$ cat src/smx_pkg.sv
// ----------------------------------------------------------------------------
// smx_pkg: shared definitions for the ten-class softmax block
// Field widths, fixed-point constants and the 2^f table generator.
// ----------------------------------------------------------------------------
package smx_pkg;

    // Field widths.
    localparam int LOGIT_W   = 16;
    localparam int PROB_W    = 16;
    localparam int TERM_W    = 16;
    localparam int CLASS_W   = 4;
    localparam int SUM_W     = 20;

    // Default configuration handed to the top level.
    localparam int DEF_NUM_CLASSES    = 10;
    localparam int DEF_EXP_TABLE_SIZE = 64;

    // Fixed-point constants.
    localparam logic [15:0] LOG2E_Q15 = 16'd47274;
    localparam longint unsigned LN2_Q30 = 64'd744261118;
    localparam int FRAC_BITS = 23;
    localparam logic [SUM_W-1:0] SUM_MAX = {SUM_W{1'b1}};
    localparam logic signed [LOGIT_W-1:0] LOGIT_MIN = {1'b1, {(LOGIT_W-1){1'b0}}};

    // Quotient bits produced by the divider: the quotient never exceeds 2^16.
    localparam int QUO_W = 17;

    // e^x for x in Q30 (0 <= x < ln2 scaled), as a rounded Q1.15 value.
    // Evaluated only at elaboration to fill the constant table.
    function automatic logic [15:0] pow2_q15(input logic [63:0] x);
        logic [63:0] term;
        logic [63:0] acc;
        logic [63:0] v;
        term = 64'd1 << 30;
        acc  = term;
        for (int i = 1; i < 30; i++)
        begin
            if (term != 64'd0)
            begin
                term = ((term * x) >> 30) / 64'(i);
                acc  = acc + term;
            end
        end
        v = (acc + (64'd1 << 14)) >> 15;
        if (v > 64'd65535)
        begin
            v = 64'd65535;
        end
        return v[15:0];
    endfunction

endpackage

$ cat src/smx_ram.sv
// ----------------------------------------------------------------------------
// smx_ram: generic single-write, single-read RAM
// One write port and one read port with registered read data.
// ----------------------------------------------------------------------------
module smx_ram #(
    parameter int WIDTH = 16,
    parameter int DEPTH = 10
) (
    input  logic                     clk,
    input  logic                     wr_en,
    input  logic [$clog2(DEPTH)-1:0] wr_addr,
    input  logic [WIDTH-1:0]         wr_data,
    input  logic [$clog2(DEPTH)-1:0] rd_addr,
    output logic [WIDTH-1:0]         rd_data
);

    logic [WIDTH-1:0] mem_reg [DEPTH];

    // Write port and registered read port.
    always_ff @(posedge clk)
    begin
        if (wr_en)
        begin
            mem_reg[wr_addr] <= wr_data;
        end
        rd_data <= mem_reg[rd_addr];
    end

endmodule

$ cat src/smx_exp_unit.sv
// ----------------------------------------------------------------------------
// smx_exp_unit: pipelined exponential term unit
// Computes e^(logit - max) in Q1.15 as 2^-(d*log2e) in three stages.
// ----------------------------------------------------------------------------
module smx_exp_unit
    import smx_pkg::*;
#(
    parameter int EXP_TABLE_SIZE = DEF_EXP_TABLE_SIZE
) (
    input  logic                      clk,
    input  logic                      rst_n,
    input  logic                      in_valid,
    input  logic signed [LOGIT_W-1:0] logit,
    input  logic signed [LOGIT_W-1:0] max_logit,
    output logic                      out_valid,
    output logic [TERM_W-1:0]         term
);

    localparam int IDX_W  = $clog2(EXP_TABLE_SIZE);
    localparam int PROD_W = FRAC_BITS + $clog2(EXP_TABLE_SIZE + 1);

    // Constant 2^(k/size) table, built at elaboration.
    logic [15:0] pow2_rom [EXP_TABLE_SIZE];

    for (genvar k = 0; k < EXP_TABLE_SIZE; k++)
    begin : gen_rom
        localparam logic [63:0] X_Q30 = (64'(k) * LN2_Q30) / EXP_TABLE_SIZE;
        localparam logic [15:0] ENTRY = pow2_q15(X_Q30);
        assign pow2_rom[k] = ENTRY;
    end

    logic              v1_reg, v2_reg, v3_reg;
    logic [31:0]       t_reg;
    logic              big_reg;
    logic [3:0]        shift_reg;
    logic [IDX_W-1:0]  idx_reg;
    logic [TERM_W-1:0] term_reg;

    // Stage one: distance from the maximum, scaled by log2(e).
    logic signed [LOGIT_W:0] diff;
    logic [15:0]             gap;
    assign diff = {max_logit[LOGIT_W-1], max_logit} - {logit[LOGIT_W-1], logit};
    assign gap  = diff[15:0];

    // Stage two: split into a shift and a table index.
    logic [8:0]           int_part;
    logic [FRAC_BITS-1:0] frac_in;
    logic                 frac_zero;
    logic [9:0]           shift_full;
    logic [FRAC_BITS:0]   frac_comp;
    logic [FRAC_BITS-1:0] frac_sel;
    logic [PROD_W-1:0]    idx_prod;

    assign int_part   = t_reg[31:FRAC_BITS];
    assign frac_in    = t_reg[FRAC_BITS-1:0];
    assign frac_zero  = (frac_in == '0);
    assign shift_full = frac_zero ? {1'b0, int_part} : ({1'b0, int_part} + 10'd1);
    assign frac_comp  = {1'b1, {FRAC_BITS{1'b0}}} - {1'b0, frac_in};
    assign frac_sel   = frac_zero ? '0 : frac_comp[FRAC_BITS-1:0];
    assign idx_prod   = PROD_W'(frac_sel) * PROD_W'(EXP_TABLE_SIZE);

    // Valid pipeline.
    always_ff @(posedge clk or negedge rst_n)
    begin
        if (!rst_n)
        begin
            v1_reg <= 1'b0;
            v2_reg <= 1'b0;
            v3_reg <= 1'b0;
        end
        else
        begin
            v1_reg <= in_valid;
            v2_reg <= v1_reg;
            v3_reg <= v2_reg;
        end
    end

    // Data pipeline; stage three reads the table and applies the shift.
    always_ff @(posedge clk)
    begin
        t_reg     <= 32'(gap) * 32'(LOG2E_Q15);
        big_reg   <= (shift_full[9:4] != '0);
        shift_reg <= shift_full[3:0];
        idx_reg   <= idx_prod[FRAC_BITS +: IDX_W];
        term_reg  <= big_reg ? '0 : (pow2_rom[idx_reg] >> shift_reg);
    end

    assign out_valid = v3_reg;
    assign term      = term_reg;

endmodule

$ cat src/smx_divider.sv
// ----------------------------------------------------------------------------
// smx_divider: bit-serial restoring divider
// Computes (term << 16) / sum, one quotient bit a cycle, saturated to 16 bits.
// ----------------------------------------------------------------------------
module smx_divider
    import smx_pkg::*;
(
    input  logic              clk,
    input  logic              rst_n,
    input  logic              start,
    input  logic [TERM_W-1:0] num,
    input  logic [SUM_W-1:0]  den,
    output logic              done,
    output logic [PROB_W-1:0] quotient
);

    logic [SUM_W-1:0] rem_reg;
    logic [QUO_W-1:0] dvd_reg;
    logic [QUO_W-1:0] quo_reg;
    logic [SUM_W-1:0] den_reg;
    logic [4:0]       cnt_reg;
    logic             run_reg;
    logic             done_reg;

    // Trial subtraction of one step.
    logic [SUM_W:0] trial;
    logic [SUM_W:0] diff;
    logic           ge;
    assign trial = {rem_reg, dvd_reg[QUO_W-1]};
    assign diff  = trial - {1'b0, den_reg};
    assign ge    = (trial >= {1'b0, den_reg});

    // Step control.
    always_ff @(posedge clk or negedge rst_n)
    begin
        if (!rst_n)
        begin
            cnt_reg  <= '0;
            run_reg  <= 1'b0;
            done_reg <= 1'b0;
        end
        else if (start)
        begin
            cnt_reg  <= 5'(QUO_W);
            run_reg  <= 1'b1;
            done_reg <= 1'b0;
        end
        else if (run_reg)
        begin
            cnt_reg  <= cnt_reg - 5'd1;
            run_reg  <= (cnt_reg != 5'd1);
            done_reg <= (cnt_reg == 5'd1);
        end
        else
        begin
            done_reg <= 1'b0;
        end
    end

    // Datapath. The upper quotient bits are zero because sum >= term,
    // so the partial remainder starts from the top fifteen dividend bits.
    always_ff @(posedge clk)
    begin
        if (start)
        begin
            rem_reg <= SUM_W'(num[TERM_W-1:1]);
            dvd_reg <= {num[0], 16'd0};
            den_reg <= den;
        end
        else if (run_reg)
        begin
            rem_reg <= ge ? diff[SUM_W-1:0] : trial[SUM_W-1:0];
            dvd_reg <= {dvd_reg[QUO_W-2:0], 1'b0};
            quo_reg <= {quo_reg[QUO_W-2:0], ge};
        end
    end

    // Saturation at 65535 and the guard against a zero sum.
    always_comb
    begin
        if (den_reg == '0)
        begin
            quotient = '0;
        end
        else if (quo_reg[QUO_W-1])
        begin
            quotient = {PROB_W{1'b1}};
        end
        else
        begin
            quotient = quo_reg[PROB_W-1:0];
        end
    end

    assign done = done_reg;

endmodule

$ cat src/softmax_ten_class.sv
// ----------------------------------------------------------------------------
// softmax_ten_class: softmax over a set of fixed-point logits
// Loads a set of signed Q7.8 logits and returns one Q0.16 probability each.
// ----------------------------------------------------------------------------
// Usage:
//   A request is accepted at a rising edge with start high and busy low; it
//   carries one logit. Logits load one per cycle in class order. After the
//   last logit of a set, busy stays high while the block works the set.
//   The block computes every exponential term through a three-stage unit,
//   then divides each term by the sum in a bit-serial divider, one class
//   at a time; each class takes one RAM read, one load, seventeen quotient
//   steps and one output register before the next class is started.
//   Each probability appears for one cycle with done high, together with
//   class_index and last_class; the receiver cannot stall and must take it.
//   The block leaves busy low again in the cycle after the last divide, so
//   the next set may load while the final probability is shown.
//   Reset clears the sequencer, the running maximum and the sum; the logit
//   and term stores are not cleared, every entry being written before use.
// ----------------------------------------------------------------------------
module softmax_ten_class
    import smx_pkg::*;
#(
    parameter int NUM_CLASSES    = DEF_NUM_CLASSES,
    parameter int EXP_TABLE_SIZE = DEF_EXP_TABLE_SIZE
) (
    input  logic                      clk,
    input  logic                      rst_n,
    input  logic                      start,
    output logic                      busy,
    input  logic signed [LOGIT_W-1:0] logit,
    output logic                      done,
    output logic [PROB_W-1:0]         probability,
    output logic [CLASS_W-1:0]        class_index,
    output logic                      last_class
);

    localparam int CNT_W = $clog2(NUM_CLASSES);
    localparam logic [CNT_W-1:0] LAST_IDX = CNT_W'(NUM_CLASSES - 1);
    localparam logic [CNT_W-1:0] CNT_ONE  = CNT_W'(1);

    typedef enum logic [4:0] {
        S_LOAD  = 5'b00001,
        S_EXP   = 5'b00010,
        S_RD    = 5'b00100,
        S_START = 5'b01000,
        S_DIV   = 5'b10000
    } state_t;

    state_t                     state_reg, state_next;
    logic [CNT_W-1:0]           load_cnt_reg, load_cnt_next;
    logic [CNT_W-1:0]           iss_cnt_reg, iss_cnt_next;
    logic                       iss_on_reg, iss_on_next;
    logic                       rd_valid_reg, rd_valid_next;
    logic [CNT_W-1:0]           wr_cnt_reg, wr_cnt_next;
    logic [CNT_W-1:0]           cls_cnt_reg, cls_cnt_next;
    logic signed [LOGIT_W-1:0]  max_reg, max_next;
    logic [SUM_W-1:0]           sum_reg, sum_next;
    logic                       done_reg, done_next;
    logic [PROB_W-1:0]          prob_reg;
    logic [CLASS_W-1:0]         idx_reg;
    logic                       last_reg;

    logic                       accept;
    logic signed [LOGIT_W-1:0]  logit_rd;
    logic                       exp_valid;
    logic [TERM_W-1:0]          exp_term;
    logic [TERM_W-1:0]          term_rd;
    logic                       div_done;
    logic [PROB_W-1:0]          div_q;
    logic [SUM_W:0]             sum_wide;

    assign busy   = (state_reg != S_LOAD);
    assign accept = start && !busy;

    // Logit store.
    smx_ram #(
        .WIDTH (LOGIT_W),
        .DEPTH (NUM_CLASSES)
    ) u_logit_ram (
        .clk     (clk),
        .wr_en   (accept),
        .wr_addr (load_cnt_reg),
        .wr_data (logit),
        .rd_addr (iss_cnt_reg),
        .rd_data (logit_rd)
    );

    // Exponential term unit.
    smx_exp_unit #(
        .EXP_TABLE_SIZE (EXP_TABLE_SIZE)
    ) u_exp (
        .clk       (clk),
        .rst_n     (rst_n),
        .in_valid  (rd_valid_reg),
        .logit     (logit_rd),
        .max_logit (max_reg),
        .out_valid (exp_valid),
        .term      (exp_term)
    );

    // Exponential term store.
    smx_ram #(
        .WIDTH (TERM_W),
        .DEPTH (NUM_CLASSES)
    ) u_term_ram (
        .clk     (clk),
        .wr_en   (exp_valid),
        .wr_addr (wr_cnt_reg),
        .wr_data (exp_term),
        .rd_addr (cls_cnt_reg),
        .rd_data (term_rd)
    );

    // Shared divider.
    smx_divider u_div (
        .clk      (clk),
        .rst_n    (rst_n),
        .start    (state_reg == S_START),
        .num      (term_rd),
        .den      (sum_reg),
        .done     (div_done),
        .quotient (div_q)
    );

    // Saturating sum of the terms.
    assign sum_wide = {1'b0, sum_reg} + (SUM_W + 1)'(exp_term);

    // Sequencer.
    always_comb
    begin
        state_next    = state_reg;
        load_cnt_next = load_cnt_reg;
        iss_cnt_next  = iss_cnt_reg;
        iss_on_next   = iss_on_reg;
        rd_valid_next = 1'b0;
        wr_cnt_next   = wr_cnt_reg;
        cls_cnt_next  = cls_cnt_reg;
        max_next      = max_reg;
        sum_next      = sum_reg;
        done_next     = 1'b0;

        unique case (state_reg)
            S_LOAD:
            begin
                if (accept)
                begin
                    if (logit > max_reg)
                    begin
                        max_next = logit;
                    end
                    if (load_cnt_reg == LAST_IDX)
                    begin
                        load_cnt_next = '0;
                        iss_cnt_next  = '0;
                        iss_on_next   = 1'b1;
                        wr_cnt_next   = '0;
                        sum_next      = '0;
                        state_next    = S_EXP;
                    end
                    else
                    begin
                        load_cnt_next = load_cnt_reg + CNT_ONE;
                    end
                end
            end
            S_EXP:
            begin
                // Issue one store read a cycle into the exponential unit.
                if (iss_on_reg)
                begin
                    rd_valid_next = 1'b1;
                    if (iss_cnt_reg == LAST_IDX)
                    begin
                        iss_on_next = 1'b0;
                    end
                    else
                    begin
                        iss_cnt_next = iss_cnt_reg + CNT_ONE;
                    end
                end
                // Collect the terms and accumulate the sum.
                if (exp_valid)
                begin
                    sum_next = sum_wide[SUM_W] ? SUM_MAX : sum_wide[SUM_W-1:0];
                    if (wr_cnt_reg == LAST_IDX)
                    begin
                        cls_cnt_next = '0;
                        state_next   = S_RD;
                    end
                    else
                    begin
                        wr_cnt_next = wr_cnt_reg + CNT_ONE;
                    end
                end
            end
            S_RD:
            begin
                state_next = S_START;
            end
            S_START:
            begin
                state_next = S_DIV;
            end
            S_DIV:
            begin
                if (div_done)
                begin
                    done_next = 1'b1;
                    if (cls_cnt_reg == LAST_IDX)
                    begin
                        max_next   = LOGIT_MIN;
                        state_next = S_LOAD;
                    end
                    else
                    begin
                        cls_cnt_next = cls_cnt_reg + CNT_ONE;
                        state_next   = S_RD;
                    end
                end
            end
            default:
            begin
                state_next = S_LOAD;
            end
        endcase
    end

    // Control registers.
    always_ff @(posedge clk or negedge rst_n)
    begin
        if (!rst_n)
        begin
            state_reg    <= S_LOAD;
            load_cnt_reg <= '0;
            iss_cnt_reg  <= '0;
            iss_on_reg   <= 1'b0;
            rd_valid_reg <= 1'b0;
            wr_cnt_reg   <= '0;
            cls_cnt_reg  <= '0;
            max_reg      <= LOGIT_MIN;
            sum_reg      <= '0;
            done_reg     <= 1'b0;
        end
        else
        begin
            state_reg    <= state_next;
            load_cnt_reg <= load_cnt_next;
            iss_cnt_reg  <= iss_cnt_next;
            iss_on_reg   <= iss_on_next;
            rd_valid_reg <= rd_valid_next;
            wr_cnt_reg   <= wr_cnt_next;
            cls_cnt_reg  <= cls_cnt_next;
            max_reg      <= max_next;
            sum_reg      <= sum_next;
            done_reg     <= done_next;
        end
    end

    // Result registers.
    always_ff @(posedge clk)
    begin
        if (state_reg == S_DIV && div_done)
        begin
            prob_reg <= div_q;
            idx_reg  <= CLASS_W'(cls_cnt_reg);
            last_reg <= (cls_cnt_reg == LAST_IDX);
        end
    end

    assign done        = done_reg;
    assign probability = prob_reg;
    assign class_index = idx_reg;
    assign last_class  = last_reg;

    // A result always follows a cycle of work.
    assert property (@(posedge clk) disable iff (!rst_n) done |-> $past(busy))
        else $error("result strobe without preceding work");

    // Results are spaced by the divider; two strobes never touch.
    assert property (@(posedge clk) disable iff (!rst_n) done |=> !done)
        else $error("back-to-back result strobes");

    // The last mark comes with the final class number.
    assert property (@(posedge clk) disable iff (!rst_n)
        (done && last_class) |-> (class_index == CLASS_W'(NUM_CLASSES - 1)))
        else $error("last mark on the wrong class");

    // The maximum term keeps the sum from ever being zero at divide time.
    assert property (@(posedge clk) disable iff (!rst_n)
        (state_reg == S_RD) |-> (sum_reg != '0))
        else $error("zero exponential sum");

endmodule
$ cat config.mk
export PLATFORM = sky130hd
export DESIGN_NAME = softmax_ten_class
export DESIGN_NICKNAME = d
export VERILOG_FILES = /design/src/smx_pkg.sv /design/src/smx_ram.sv /design/src/smx_exp_unit.sv /design/src/smx_divider.sv /design/src/softmax_ten_class.sv
export SDC_FILE = /design/constraint.sdc
export NUM_CORES = 1
export LEC_CHECK = 0
export BUFFER_PORTS_ARGS = -buffer_cell sky130_fd_sc_hd__buf_2
export CELL_PAD_IN_SITES_DETAIL_PLACEMENT = 0
export CELL_PAD_IN_SITES_GLOBAL_PLACEMENT = 1
export CORE_MARGIN = 2
export CORE_UTILIZATION = 53
export CTS_CLUSTER_DIAMETER = 60
export CTS_CLUSTER_SIZE = 20
export DETAILED_ROUTE_END_ITERATION = 8
export GPL_TIMING_DRIVEN = 0
export MAX_ROUTING_LAYER = met4
export PLACE_DENSITY_LB_ADDON = 0.1
export SETUP_SLACK_MARGIN = 0.4
export SLEW_MARGIN = 0
export SYNTH_ARGS = -nofsm -noshare
export SYNTH_HDL_FRONTEND = slang
export SYNTH_SLANG_ARGS = --single-unit
$ cat constraint.sdc
create_clock -name clk -period 7.8 [get_ports clk]
set_input_delay 0 -clock clk [delete_from_list [all_inputs] [get_ports clk]]
set_output_delay 0 -clock clk [all_outputs]
set_load 0.1 [all_outputs]
After elaboration in Yosys (flattened, before gate mapping)
Memory sizes are Yosys's and may differ from the RTL's. A register that Yosys moved wholly into a read port is not among the register bits.
Cells that the tools add are included.
Widths: inputs -> output; s select.
- add/subtract/negate cells: 10
- multiply operators: 1
- magnitude comparators: 3
- eq/ne operators: 23
- shift-type cells: 1
- muxes and demuxes: 59
- bitwise logic cells: 2
- reduce and logical (&&, ||, !) cells: 19
- operators by type and width (kind ; number):
    $mux 16 ; 7
    $mux 20 ; 5
    $mux 4 ; 11
    $pmux 20 s2 ; 1
    $mux 5 ; 7
    $mux 17 ; 2
    $pmux 16 s2 ; 1
    $mul 16x15->31 const B ; 1
    $mux 15 ; 2
    $pmux 5 s5 ; 1
    $reduce_and 5->1 ; 5
    $pmux 4 s2 ; 3
    $logic_not 23->1 ; 1
    $sub 1x23->23 const A ; 1
    $add 20x16->21 ; 1
    $ge 21x20->1 ; 1
    $logic_not 20->1 ; 1
    $sub 20x20->20 ; 1
    $ne 2x2->1 const B ; 9
    $add 4x1->4 const B ; 4
    $eq 4x4->1 const B ; 4
    $gt 16x16->1 ; 1
    $mux 1 ; 16
    $shr 16x4->16 ; 1
    23 further kinds ; 31
- bits in registers: 207
- RAM bits: 320
- memory bits (read-only): 1024
- bits of input ports: 19
- output and inout bits: 23
- logic and storage cells: 150
- memories kept: 3
- memories (name ; words ; bits a word ; read ports ; clocked after memory_dff ; wr ports ; line ; source):
    (no name shown) ; 64 ; 16 ; 1 ; 0 ; 0 ; smx_exp_unit.sv:86 ; term_reg <= big_reg ? '0 : (pow2_rom[idx_reg] >> shift_reg);
    u_logit_ram.mem_reg ; 10 ; 16 ; 1 ; 1 ; 1 ; smx_ram.sv:17 ; logic [WIDTH-1:0] mem_reg [DEPTH];
    u_term_ram.mem_reg ; 10 ; 16 ; 1 ; 1 ; 1 ; smx_ram.sv:17 ;

Logic depth before layout (Yosys ltp)
Gate-level depths: netlist of the first run.
- depth in word-level cells: 5
- gate-level depth with buffers: 31
- depth with buffers taken out: 31

Cells and area by module
Synthesis of the first run repeated with hierarchy kept, for this count alone.
- cell total of the unflattened synthesis: 2584
- area total of the unflattened synthesis: 30754.5 um2
- by module, submodules not included (module ; times used ; cells an instance ; area an instance (um2) ; sequential area each (um2)):
    smx_ram ; 2 ; 358 ; 6712.7 ; 5124.9
    smx_exp_unit ; 1 ; 1037 ; 8952.3 ; 1236.2
    softmax_ten_class ; 1 ; 448 ; 4550.6 ; 2134.5
    smx_divider ; 1 ; 383 ; 3826.2 ; 1866.8

Worst setup path after synthesis of the first run
OpenSTA, ideal clock, no wires.
- path type: register to register
- from: register max_reg[0]
- to: register u_exp.t_reg[28]
- library setup time: 72 ps
- data arrival time: 6691 ps
- required time: 7728 ps
- path slack: 1037 ps
- cell stages (with the launch flop): 30
- buffers on the path: 0
- clock period less this slack: 6763 ps
- path through: dfrtp_1 inv_1 ha_1 inv_1 fa_1 a211oi_1 o21ai_0 nand2_1 o21ai_1 o221ai_2 o21bai_1 a21oi_1 xnor2_1 ha_1 ha_1 inv_1 fa_1 inv_1 fa_1 fa_1 fa_1 ha_1 a21oi_1 nor3_1 a31oi_1 o21ai_0 a2111oi_1 o21bai_1 a21oi_1 xnor2_1
- word-level cells in the longest chain between the ends: 2
- RTL lines (what ; line ; source):
    start: declaration ; softmax_ten_class.sv:56 ; logic signed [LOGIT_W-1:0] max_reg, max_next;
    start signal: assignment ; softmax_ten_class.sv:253 ; max_reg <= max_next;
    $sub 16x16->16 ; smx_exp_unit.sv:42 ; assign diff = {max_logit[LOGIT_W-1], max_logit} - {logit[LOGIT_W-1], logit};
    $mul 16x15->31 ; smx_exp_unit.sv:82 ; t_reg <= 32'(gap) * 32'(LOG2E_Q15);
    end signal: assignment ; smx_exp_unit.sv:82 ;
    end: declaration ; smx_exp_unit.sv:33 ; logic [31:0] t_reg;
Every way passes these cells.
A chain may end at the register's enable or synchronous reset.

Final worst setup path of the first run
Ends and elaborated chain as after synthesis.

==> summary.txt, run 1 <==
Run status
  – Result of the run: finished, final reports clean

Floorplan
  – Die footprint: 58400 um^2
  – Core Box Area: 56100 um^2
  – Die width: 242 um
  – Top Ports: 42
  – Effective utilization at floorplan: 53.4%
  – Vert. Die Dim: 242 um
  – Total number of placement rows: 87

Timing
  – Maximum achievable frequency: 0.142 GHz
  – Final Hold Violating Endpoints: 0
  – Pins over their slew limit: 0
  – Min Clock Period, post-route: 7.06 ns
  – Final sum of negative setup slack: 0 ns
  – Headroom to the max-slew limit: 22.8%
  – Transition time of the tightest slew-check pin: 1.16 ns
  – Final count of negative-setup-slack endpoints: 0
  – Clock Skews: 0.0221 ns
  – Unrepaired setup endpoints after global routing: true
  – Final clock period utilization by the worst path: 90.5%

Synth
  – Mean instance size in the synthesized netlist: 12.4 um^2
  – Post-synthesis instance area: 29900 um^2
  – Number of synthesized flops with an enable pin: 394
  – Ys Warns: 0
  – Count leader, synth: edfxtp_1
  – Post-Synthesis Net Count: 2714
  – Largest cells by area after synthesis: edfxtp_1 (40%), ha_1 (8.7%), dfxtp_1 (6.4%)
  – Most used DFF post-synth: edfxtp_1
  – Count of distinct cell types in the synthesized netlist: 93
  – Share of synthesized flip-flops with an asynchronous set or reset: 12.5%
  – Portion of the post-synthesis area used by sequential elements: 51.8%
  – FF+latch count, synth: 559
  – Syn Inst Count: 2415
  – Share of the synthesized area in the top cell type: 39.5%
  – Commonest cells in the netlist: edfxtp_1 (394), ha_1 (208), inv_1 (205)
  – Cell taking the most area after synthesis: edfxtp_1

Worst setup path
  – Crit start category: flop
  – Sum of buffers and inverters on the critical path: 4
  – Worst stage delay on the critical path: 0.61 ns
  – Cell family with most CP delay: adder cells
  – Reg-to-reg slack, setup: 0.74 ns
  – Library cell contributing the largest single delay on the critical path: fa_1
  – Kind of critical path: flop to flop
  – R2r worst-path depth: 29
  – Reg-to-reg endpoint: u_exp.t_reg[28]
  – Maximum fanout count along the critical path: 6
  – Most frequent cell on the critical path: fa_1
  – Data arrival time of the worst path: 7.57 ns
  – Required time reported for the critical path endpoint: 8.31 ns
  – Critical path capture point type: flop
  – Crit Reg-Reg Startpoint: max_reg[0]

Cells and area
  – Area delta synth->final: 10.6%
  – Final net count: 2840
  – Proportion of layout cells with a drive suffix above 1: 12.0%

Drt
  – Number of search-and-repair iterations in the first detailed-routing pass: 5
  – Drt drc: 0
  – Number of nets with antenna violations after routing: 0
  – Vias: 19100
  – Detailed-route wire length: 68500 um
  – Starting DRC count in detailed routing: 1234
  – Vias per std cell: 5.73
  – Avg WL per Cell: 20.6 um

GRT
  – Pin count of the biggest net entering global routing: 62
  – Aggregate global-route resource usage: 24.4%
  – Wire length of the first global-routing pass: 109000 um
  – Via count of the first global-routing pass: 19500
  – Number of antenna violations at the first check in global routing: 2
  – Grt ovf: 0

Place
  – Routability cong.: 0.904
  – Half-perimeter wire length of the detailed placement result: 50200 um
  – I/O Buffers: 41

Worst hold path
  – Hold Startpoint: start
  – Type of the most critical hold path: primary input to flop
  – Hold EP: load_cnt_reg[0]
  – Worst hold path depth: 4

Run
  – Number of violations of the max-capacitance limit: 0

Clock tree
  – Clock transition at path regs: 0.07 ns
  – Clock Latency Late Sink: 0.59 ns
  – CTS buffer count: 41
  – Buffer levels on the longest clock path: 3
  – CTS tree: yes
  – CTS H-Tree Depth: 2
  – Buffer type at the clock tree root: clkbuf_16
  – Sinks on Clock Net: 559
-- kinds of logic after synthesis --
kind of cell / after synthesis / synth area share (%)
buf+inv: 312 / 4.16
mux: 157 / 8.20
flops: 559 / 51.8
compound gates: 467 / 10.3
simple gates: 528 / 8.79
fa+ha+maj: 280 / 13.5
xor+xnor: 112 / 3.30
-- how the worst max path moves through the flow --
stage,startpoint,end,slack [ns],depth (start not counted)
6_report,max_reg[0],u_exp.t_reg[28],0.74,29
5_1_grt,max_reg[0],u_exp.t_reg[28],0.38,29
4_1_cts,max_reg[6],u_exp.t_reg[28],0.40,28
3_5_place_dp,max_reg[0],u_exp.t_reg[28],-0.09,29
3_3_place_gp,max_reg[0],u_exp.t_reg[28],-0.14,29
2_1_floorplan,max_reg[0],u_exp.t_reg[28],1.04,29
-- timing repair --
item	CTS	global route
hold buffers	20	0
resized for setup	9	24
pin swaps	1	8
endpoints found under the setup margin	8	13
setup buffers	1	9
hold endpoints to repair	247	0
-- placed cells by master (no fill, tap or decap), types with 13 or more instances in the layout --
master,Yosys,final
edfxtp_1,394,394
inv_1,205,205
ha_1,208,205
nor2_1,138,134
a21oi_1,135,132
nand2_1,125,125
dfxtp_1,95,95
o21ai_0,77,74
mux2i_1,73,73
fa_1,72,72
clkbuf_1,63,69
mux4_2,69,69
buf_2,29,68
dfrtp_1,68,68
xnor2_1,60,55
xor2_1,51,50
nor2b_1,50,50
a211oi_1,52,48
clkbuf_16,0,41
a21o_1,36,36
nor3_1,38,35
a31oi_1,36,35
nand2b_1,28,28
and2_1,28,28
nand3_1,26,25
dlygate4sd3_1,0,20
buf_4,2,19
o21a_1,18,18
nor4_1,17,16
and3_1,15,15
mux2_2,15,15
nand4_1,14,14
o211ai_1,14,14
or3_1,14,13
-- final cells by class --
cell class	instances	area, um^2
clock buffer	49	1060
tap	756	946
fill	4506	23000
clock inverter	26	325
antenna	1	2.50
inverter	207	777
sequential	559	15500
multi-input combinational	1544	13400
timing repair buffer	83	627
buffer	105	473
-- worst min-delay path, stage by stage --
cell           delay, ns
dlygate4sd3_1       0.55
buf_2               0.14
nand2_1             0.10
xnor2_1             0.07
-- per-stage QoR --
step	std cells	setup WS [ns]	hold WS [ns]	cell area, um^2	util (%)
floorplan	2415	1.04	-0.296	29900	-
global placement	3212	-0.141	0.323	31100	55.4
detailed placement	3224	-0.0902	-0.141	31300	55.7
CTS	3320	0.405	0.272	32900	58.7
global route	3330	0.385	0.330	33100	59.0
finish	3330	0.738	0.311	33100	59.0
-- routing by layer --
metal	track usage [%]	vias to the layer above	routed length [um]
li1	-	9087	-
met1	33.4	9530	31100
met2	39.6	384	33400
met3	2.51	92	2580
met4	6.10	0	1460
met5	-	-	0
Power of run 1 is left out: the tool's default activity adds up to more than one toggle a clock period on the data nets, which glitch-free logic cannot reach.
==> run 2, diff against run 1 <==
Settings changed: CORE_UTILIZATION 53 to 55, CTS_BUF_LIST set to sky130_fd_sc_hd__clkbuf_2.
==> summary.txt, run 2 (synthesis results as in run 1) <==
Worst setup path
  – Library cell contributing the largest single delay on the critical path: fa_1 (unchanged)
  – Crit start category: flop (unchanged)
  – Worst stage delay on the critical path: 0.57 ns (was 0.61 ns)
  – Data arrival time of the worst path: 8.06 ns (was 7.57 ns)
  – Maximum fanout count along the critical path: 5 (was 6)
  – Kind of critical path: flop to flop (unchanged)
  – Critical path capture point type: flop (unchanged)
  – Required time reported for the critical path endpoint: 8.74 ns (was 8.31 ns)
  – R2r worst-path depth: 29 (unchanged)

Drt
  – Vias: 19400 (was 19100)
  – Detailed-route wire length: 70000 um (was 68500 um)
  – Avg WL per Cell: 21.2 um (was 20.6 um)
  – Drt drc: 0 (unchanged)
  – Number of nets with antenna violations after routing: 0 (unchanged)
  – Vias per std cell: 5.89 (was 5.73)
  – Starting DRC count in detailed routing: 1380 (was 1234)
  – Number of search-and-repair iterations in the first detailed-routing pass: 8 (was 5)

Timing
  – Final clock period utilization by the worst path: 91.3% (was 90.5%)
  – Clock Skews: 0.146 ns (was 0.0221 ns)
  – Maximum achievable frequency: 0.140 GHz (was 0.142 GHz)
  – Min Hold Slack: 0.306 ns (was 0.311 ns)
  – Headroom to the max-slew limit: 19.1% (was 22.8%)
  – Unrepaired setup endpoints after global routing: true (unchanged)
  – Min Clock Period, post-route: 7.12 ns (was 7.06 ns)
  – Transition time of the tightest slew-check pin: 1.21 ns (was 1.16 ns)
  – Pins over their slew limit: 0 (unchanged)
  – Worst Slack Setup Final: 0.680 ns (was 0.738 ns)
  – Final count of negative-setup-slack endpoints: 0 (unchanged)
  – Final Hold Violating Endpoints: 0 (unchanged)

Clock tree
  – Clock Latency Late Sink: 1.13 ns (was 0.59 ns)
  – CTS H-Tree Depth: 2 (unchanged)
  – Sinks on Clock Net: 559 (unchanged)
  – CTS buffer count: 41 (unchanged)
  – Buffer type at the clock tree root: clkbuf_2 (was clkbuf_16)
  – CTS tree: yes (unchanged)
  – Clock transition at path regs: 0.32 ns (was 0.07 ns)
  – Buffer levels on the longest clock path: 3 (unchanged)

GRT
  – Aggregate global-route resource usage: 25.9% (was 24.4%)
  – Grt ovf: 0 (unchanged)
  – Pin count of the biggest net entering global routing: 50 (was 62)
  – Wire length of the first global-routing pass: 110000 um (was 109000 um)
  – Via count of the first global-routing pass: 19500 (about the same)
  – Number of antenna violations at the first check in global routing: 2 (unchanged)

Floorplan
  – Core Box Area: 53800 um^2 (was 56100 um^2)
  – Die width: 237 um (was 242 um)
  – Top Ports: 42 (unchanged)
  – Effective utilization at floorplan: 55.6% (was 53.4%)
  – Vert. Die Dim: 237 um (was 242 um)
  – Total number of placement rows: 85 (was 87)
  – Die footprint: 56300 um^2 (was 58400 um^2)

Place
  – Post-placement setup slack: -0.0528 ns (was -0.0902 ns)
  – Routability cong.: 0.911 (was 0.904)
  – I/O Buffers: 41 (unchanged)
  – Half-perimeter wire length of the detailed placement result: 50300 um (was 50200 um)

Cells and area
  – Area delta synth->final: 8.66% (was 10.6%)
  – Final net count: 2865 (was 2840)
  – Layout filler cell count: 4318 (was 4506)
  – Leading cell type in the layout, fill and taps excluded: edfxtp_1 (unchanged)
  – Proportion of layout cells with a drive suffix above 1: 12.7% (was 12.0%)
  – Commonest non-fill, non-tap cells in the layout: edfxtp_1 (394), inv_1 (205), ha_1 (202) (was edfxtp_1 (394), inv_1 (205), ha_1 (205))

Run status
  – Result of the run: finished, final reports clean (unchanged)

Worst hold path
  – Worst hold path depth: 5 (was 4)
  – Type of the most critical hold path: primary input to flop (unchanged)

Run
  – Number of violations of the max-capacitance limit: 0 (unchanged)
## run 2: cell types whose count changed in the layout (fill, tap and decap cells not counted), sizes merged
cell	change
dlygate4sd3	+21
clkbuf	+4
inv	-4
buf	+3
clkinv	+3
bufinv	-1
diode	+1
## run 2: area by class of cell
type / instances / area (um^2) / area share [%]
well taps: 696 / 871 / 2.68
diodes: 2 / 5.00 / 0.0154
clock buffers: 52 / 260 / 0.801
plain buffers: 105 / 482 / 1.48
inverters: 207 / 777 / 2.39
clock inverters: 24 / 298 / 0.916
flip-flops and latches: 559 / 15500 / 47.6
multi-input cells: 1544 / 13400 / 41.4
repair buffers: 108 / 880 / 2.71
## run 2: final timing paths
| kind | from | endpoint | slack (ns) |
|---|---|---|---|
| hold / removal | start | load_cnt_reg[0] | 0.31 |
| setup / recovery | max_reg[0] | u_exp.t_reg[28] | 0.68 |
| hold reg to reg | u_exp.t_reg[30] | u_exp.big_reg | 0.39 |
| max in group asynchronous | rst_n | max_reg[10] | 6.81 |
| min in group asynchronous | rst_n | sum_reg[11] | 0.38 |
| setup reg to reg | max_reg[0] | u_exp.t_reg[28] | 0.68 |
## run 2: timing repair
action                                 4_1_cts  5_1_grt
buffers inserted                             2       10
resized for setup                           13       36
setup endpoints to repair                   11       14
pin swaps                                    1       12
hold buffers                                42        0
endpoints found under the hold margin      433        0
## run 2: per-stage QoR
stage | setup TNS, ns | cells | util [%] | cell area [um^2]
2_1_floorplan | 0 | 2415 | - | 29900
3_3_place_gp | -0.0802 | 3152 | 57.6 | 31000
3_5_place_dp | -0.0528 | 3165 | 57.9 | 31200
4_1_cts | 0 | 3285 | 59.9 | 32300
5_1_grt | 0 | 3296 | 60.4 | 32500
6_report | 0 | 3297 | 60.4 | 32500
## run 2: layer usage
metal	wire length [um]	up-vias	track usage [%]
met3	3150	102	2.58
met1	31200	9668	35.2
met2	34000	489	42.3
met4	1580	0	6.54
li1	-	9152	-
met5	0	-	-
## run 2: critical path: cells and delay by family (launching register included)
| kind | cells | cell delay (ns) |
|---|---|---|
| fa+ha+maj | 9 | 3.54 |
| buf+inv | 4 | 0.23 |
| simple gates | 2 | 0.18 |
| flops | 1 | 0.45 |
| compound gates | 12 | 2.24 |
| xor+xnor | 2 | 0.33 |
Power of run 2 is left out for the same reason.
